[src/tlge_pkg.sv]
// ----------------------------------------------------------------------------
// tlge_pkg
// Shared types and constants for the toroidal life generation engine.
// ----------------------------------------------------------------------------
package tlge_pkg;

  // default grid capacity
  localparam int MaxWidthDef  = 64;
  localparam int MaxHeightDef = 64;

  // field widths
  localparam int FuncW   = 2;
  localparam int RowW    = 6;
  localparam int ColW    = 6;
  localparam int CfgW    = 7;
  localparam int CfgIdxW = 1;
  localparam int PopW    = 13;
  localparam int InDataW  = 16;
  localparam int OutDataW = 16;

  // life rule
  localparam logic [3:0] SurviveLow  = 4'd2;
  localparam logic [3:0] SurviveHigh = 4'd3;
  localparam logic [3:0] BirthCount  = 4'd3;

  // register indexes
  localparam logic [CfgIdxW-1:0] RegGridWidth  = 1'b0;
  localparam logic [CfgIdxW-1:0] RegGridHeight = 1'b1;

  typedef enum logic [FuncW-1:0] {
    FUNC_WRITE = 2'd0,
    FUNC_STEP  = 2'd1,
    FUNC_READ  = 2'd2,
    FUNC_NONE  = 2'd3
  } func_e;

  typedef enum logic [3:0] {
    ST_IDLE,
    ST_CELL_RD,
    ST_CELL_WR,
    ST_CELL_GET,
    ST_LOAD_UP,
    ST_LOAD_MID,
    ST_LOAD_DN,
    ST_LOAD_END,
    ST_COLS,
    ST_ROW_WR,
    ST_ROW_LD,
    ST_RESP
  } state_e;

  // 3x3 neighborhood taken from the row window
  typedef struct packed {
    logic [2:0] above;
    logic [2:0] mid;
    logic [2:0] below;
  } nbhd_t;

endpackage

[src/tlge_cell_unit.sv]
// ----------------------------------------------------------------------------
// tlge_cell_unit
// Life rule for one cell: counts the wrapped 3x3 window minus the center.
// ----------------------------------------------------------------------------
module tlge_cell_unit (
  input  tlge_pkg::nbhd_t win_i,
  output logic            next_o
);
  import tlge_pkg::*;

  logic [3:0] sum9;
  logic [3:0] ncnt;
  logic       alive;

  always_comb begin
    sum9 = 4'(win_i.above[0]) + 4'(win_i.above[1]) + 4'(win_i.above[2])
         + 4'(win_i.mid[0])   + 4'(win_i.mid[1])   + 4'(win_i.mid[2])
         + 4'(win_i.below[0]) + 4'(win_i.below[1]) + 4'(win_i.below[2]);
    // center is taken out once, even when the window revisits it
    alive = win_i.mid[1];
    ncnt  = sum9 - 4'(alive);
    if (alive) begin
      next_o = (ncnt == SurviveLow) || (ncnt == SurviveHigh);
    end else begin
      next_o = (ncnt == BirthCount);
    end
  end

endmodule

[config.mk]
export PLATFORM = sky130hd
export DESIGN_NAME = tlge_cell_unit
export DESIGN_NICKNAME = d
export VERILOG_FILES = /design/src/tlge_pkg.sv /design/src/tlge_cell_unit.sv
export SDC_FILE = /design/constraint.sdc
export NUM_CORES = 1
export LEC_CHECK = 0
export BUFFER_PORTS_ARGS = -buffer_cell sky130_fd_sc_hd__buf_2
export CORE_AREA = 3 3 40 42
export DETAILED_ROUTE_END_ITERATION = 8
export DIE_AREA = 0 0 43 45
export MAX_ROUTING_LAYER = met4
export SLEW_MARGIN = 10
export SYNTH_ARGS = -nofsm -noshare
export SYNTH_HDL_FRONTEND = slang
export SYNTH_SLANG_ARGS = --single-unit
[constraint.sdc]
create_clock -name vclk -period 4.82
set_input_delay 0.964 -clock vclk [all_inputs]
set_output_delay 0.964 -clock vclk [all_outputs]
set_load 0.005 [all_outputs]
# Word-level counts from Yosys, hierarchy flattened
# Cells that the tools add are included.
[word_totals] rom_bits=0 register_bits=0 mem_bits_rw=0 latch_bits=0 wordCells=13 n_memories=0
[classes] div=0 magnitude_cmp=0 n_mul=0 mux=1 add_sub_neg=9 n_shift=0 eq_ne=2 n_reduce_logical=1 bitwise=0
[op_table] cell="$add A4 B1 Y4" count=5
[op_table] cell="$eq A4 B2 Y1 const B" count=2
[op_table] cell="$add A3 B1 Y4" count=1
[op_table] cell="$sub A4 B1 Y4" count=1
[op_table] cell="$add A2 B1 Y3" count=1
[op_table] cell="$add A1 B1 Y2" count=1
[op_table] cell="$logic_or A1 B1 Y1" count=1
[op_table] cell="$mux W1" count=1

# Logic depth before layout (Yosys ltp)
[depth] depth_word=12 ltp_mapped=13 mapped_depth_nobuf=13

# Worst setup path before layout
# Ideal clock, no wire load.
[synth_path] path_kind="input to output" startpoint="in win_i[3] (netlist name)" endpoint="out next_o" path_buffers=0 arrival_time_ps=3573 stages=9 required_ps=3856 path_slack_ps=283 path_cell_list="fa_1 > fa_1 > inv_1 > fa_1 > inv_1 > fa_1 > and3_1 > or3_1 > a211oi_2"
[synth_between] elab_chain_len=10 elab_cells_between_ends=11 cone_classes="add/sub (7); eq/ne (2); mux (1); reduce/logical (1)"
[synth_rtl] element="start, declared" line="tlge_cell_unit.sv:6" source="input tlge_pkg::nbhd_t win_i,"
[synth_rtl] element="$add A3 B1 Y4 (*)" line="tlge_cell_unit.sv:17" source="+ 4'(win_i.mid[0]) + 4'(win_i.mid[1]) + 4'(win_i.mid[2])"
[synth_rtl] element="$add A4 B1 Y4 (*) (2 in a row)" line="tlge_cell_unit.sv:17"
[synth_rtl] element="$add A4 B1 Y4 (*) (3 in a row)" line="tlge_cell_unit.sv:18" source="+ 4'(win_i.below[0]) + 4'(win_i.below[1]) + 4'(win_i.below[2]);"
[synth_rtl] element="$sub A4 B1 Y4 (*)" line="tlge_cell_unit.sv:21" source="ncnt = sum9 - 4'(alive);"
[synth_rtl] element="$eq A4 B2 Y1 (on tied branches)" line="tlge_cell_unit.sv:23, tlge_cell_unit.sv:25"
[synth_rtl] element="$logic_or A1 B1 Y1" line="tlge_cell_unit.sv:23" source="next_o = (ncnt == SurviveLow) || (ncnt == SurviveHigh);"
[synth_rtl] element="$mux W1 (*)" line="tlge_cell_unit.sv:22" source="if (alive) begin"
[synth_rtl] element="end, declared" line="tlge_cell_unit.sv:7" source="output logic next_o"
# Mark *: on every way between the ends. The rest lies on a longest branch, timed or not.

# Worst setup path after layout
[layout_path] startpoint="in win_i[7] (netlist name)" endpoint="out next_o"
[layout_between] elab_chain_len=12 elab_cells_between_ends=13 cone_classes="add/sub (9); eq/ne (2); mux (1); reduce/logical (1)"
[layout_rtl] element="$add A1 B1 Y2 (*)" line="tlge_cell_unit.sv:16" source="sum9 = 4'(win_i.above[0]) + 4'(win_i.above[1]) + 4'(win_i.above[2])"
[layout_rtl] element="$add A2 B1 Y3 (*)" line="tlge_cell_unit.sv:16"
[layout_rtl] element="$add A3 B1 Y4 (*)" line="tlge_cell_unit.sv:17"
[layout_rtl] element="$add A4 B1 Y4 (*) (2 in a row)" line="tlge_cell_unit.sv:17"
[layout_rtl] element="$add A4 B1 Y4 (*) (3 in a row)" line="tlge_cell_unit.sv:18"
[layout_rtl] element="$sub A4 B1 Y4 (*)" line="tlge_cell_unit.sv:21"
[layout_rtl] element="$eq A4 B2 Y1 (on tied branches)" line="tlge_cell_unit.sv:23, tlge_cell_unit.sv:25"
[layout_rtl] element="$logic_or A1 B1 Y1" line="tlge_cell_unit.sv:23"
[layout_rtl] element="$mux W1 (*)" line="tlge_cell_unit.sv:22"
# Marked as above.

==> flow_metrics.env <==
export IMPL_outcome="finished, final reports clean"
export IMPL_grt_pass1_wl_um=876
export IMPL_critPathMaxFanout=2
export IMPL_io_pins=10
export IMPL_setup_worst_path_start_class="input pin"
export IMPL_yosysWarnings=0
export IMPL_die_h_um=45
export IMPL_worst_setup_path_end_kind="output pin"
export IMPL_design_power_total_mw=0.0702
export IMPL_drt_antenna_violating_nets=0
export IMPL_hold_buffers=0
export IMPL_place_hpwl_um=402
export IMPL_netlist_top_cell_by_area="fa_1"
export IMPL_synth_top_cell_area_share_pct=46.6
export IMPL_worst_slew_pin_slew_ns=0.151
export IMPL_place_inst=54
export IMPL_fillers=146
export IMPL_ir_drop_uv=59.1
export IMPL_vias_per_cell=3.89
export IMPL_area_delta_synth_final_pct=31.1
export IMPL_grtUsageTotal_pct=5.68
export IMPL_grt_max_degree=5
export IMPL_report_final_setup_viol=0
export IMPL_yosys_top_cells_area="fa_1 47%, inv_1 19%, ha_1 15%"
export IMPL_syn_nets=47
export IMPL_drive_above_1_share_pct=35.9
export IMPL_first_pass_iters=1
export IMPL_ys_types=10
export IMPL_core_mm2=0.00128
export IMPL_seq_cell_count=0
export IMPL_fmax_ghz=0.210
export IMPL_dr_total_vias=210
export IMPL_p_per_area_mw_per_mm2=208
export IMPL_dieArea_mm2=0.00194
export IMPL_leakage_nw=0.202
export IMPL_dpl_instance_area_um2=327
export IMPL_layout_worst_path_cycle_share_pct=98.9
export IMPL_syn_area_um2=258
export IMPL_die_width_um=43
export IMPL_drc=0
export IMPL_hold_path_depth=4
export IMPL_wl_per_cell_um=7.67
export IMPL_synthCells=29
export IMPL_synth_seq_area_share_pct=0
export IMPL_grt_setup_unrepaired="true"
export IMPL_clkbuf_count=0
export IMPL_maxCapViolCount=0
export IMPL_arrival_ns=3.81
export IMPL_grt_overflow_total=0
export IMPL_worstHoldStart="win_i[4]"
export IMPL_timing_worst_setup_path_type="in -> out"
export IMPL_hold_end="next_o"
export IMPL_final_cell_area_um2=338
export IMPL_final_hold_violation_count=0
export IMPL_final_cells=54
export IMPL_first_iter_violations=0
export IMPL_required_ns=3.86
export IMPL_syn_avg_cell_area_um2=8.89
export IMPL_antenna_found_initial=0
export IMPL_port_buffers=10
export IMPL_routed_wl_um=414
export IMPL_initial_utilization_pct=20.1
export IMPL_maxSlewViolCount=0
export IMPL_fin_nets=59
export IMPL_fin_crit_ns=4.77
export IMPL_rows=13
export IMPL_relSlewSlack_pct=89.9
export IMPL_grt_pass1_vias=223
export IMPL_fin_hold_ws_ns=2.38
export IMPL_seq_area_um2=0
export IMPL_place_congestion=0.657
export IMPL_hold_class="in -> out"
export IMPL_antenna_cells=0
[layer usage]
metal,routed length [um],global-route usage (%),vias up,share of wire [%]
met1,201,8.03,99,49
li1,-,-,104,-
met5,0,-,-,0
met4,0,0,0,0
met3,23,0,0,5.6
met2,188,9.88,7,45
[cell type report]
class	instances	area, um^2	area share [%]
Inverter	13	48.8	14.4
Multi-Input combinational cell	16	214	63.3
Timing Repair Buffer	10	56.3	16.7
Tap cell	15	18.8	5.56
[per-stage QoR]
stage,TNS (ns),setup slack [ns],util [%]
final,0,0.0510,26.3
after global routing,-0.105,-0.105,26.3
after CTS,0,0.0218,25.6
after detailed placement,-0.0223,-0.0223,25.4
after global placement,-0.0137,-0.0137,25.4
after floorplan,0,0.283,-
[how the worst max path moves through the flow]
| stage | end | cells after the start | startpoint | slack [ns] |
|---|---|---|---|---|
| 2_1_floorplan | next_o | 9 | win_i[3] | 0.28 |
| 3_3_place_gp | next_o | 11 | win_i[3] | -0.01 |
| 3_5_place_dp | next_o | 11 | win_i[3] | -0.02 |
| 4_1_cts | next_o | 13 | win_i[3] | 0.02 |
| 5_1_grt | next_o | 13 | win_i[7] | -0.11 |
| 6_report | next_o | 11 | win_i[7] | 0.05 |
[critical path: stages]
cell,delay [ns]
buf_6,0.09
fa_1,0.48
fa_1,0.50
inv_1,0.05
fa_1,0.47
inv_1,0.05
fa_2,0.34
and3_1,0.16
or3_1,0.36
a211oi_2,0.20
buf_2,0.14
[timing repair]
item	in CTS	in global routing
gates resized for setup	2	3
buffers inserted	0	0
pin swaps	0	2
endpoints found under the setup margin	1	1
endpoints found under the hold margin	0	0
[layout by cell type (no fill, tap or decap)]
master / instances
a211oi_2: 1
a21o_1: 1
and3_1: 1
buf_2: 9
buf_6: 1
fa_1: 4
fa_2: 2
ha_1: 3
inv_1: 12
inv_2: 1
o21ai_1: 2
or3_1: 1
xor2_1: 1
[logic make-up after synthesis]
group,after synthesis,share of synthesized area [%]
compound gates,4,11.6
simple gates,2,4.86
fa+ha+maj,9,61.2
buf+inv,13,18.9
xor+xnor,1,3.40
[power breakdown]
| group | internal, mW | switching (mW) |
|---|---|---|
| Combinational | 0.0343 | 0.0358 |
| Sequential | 0 | 0 |
| Clock | 0 | 0 |
[cells in the mapped netlist]
| cell type | count |
|---|---|
| a211oi_2 | 1 |
| a21o_1 | 1 |
| and3_1 | 1 |
| fa_1 | 6 |
| ha_1 | 3 |
| inv_1 | 13 |
| o21ai_0 | 1 |
| o21ai_1 | 1 |
| or3_1 | 1 |
| xor2_1 | 1 |
Power figures use the tool's default switching activity.
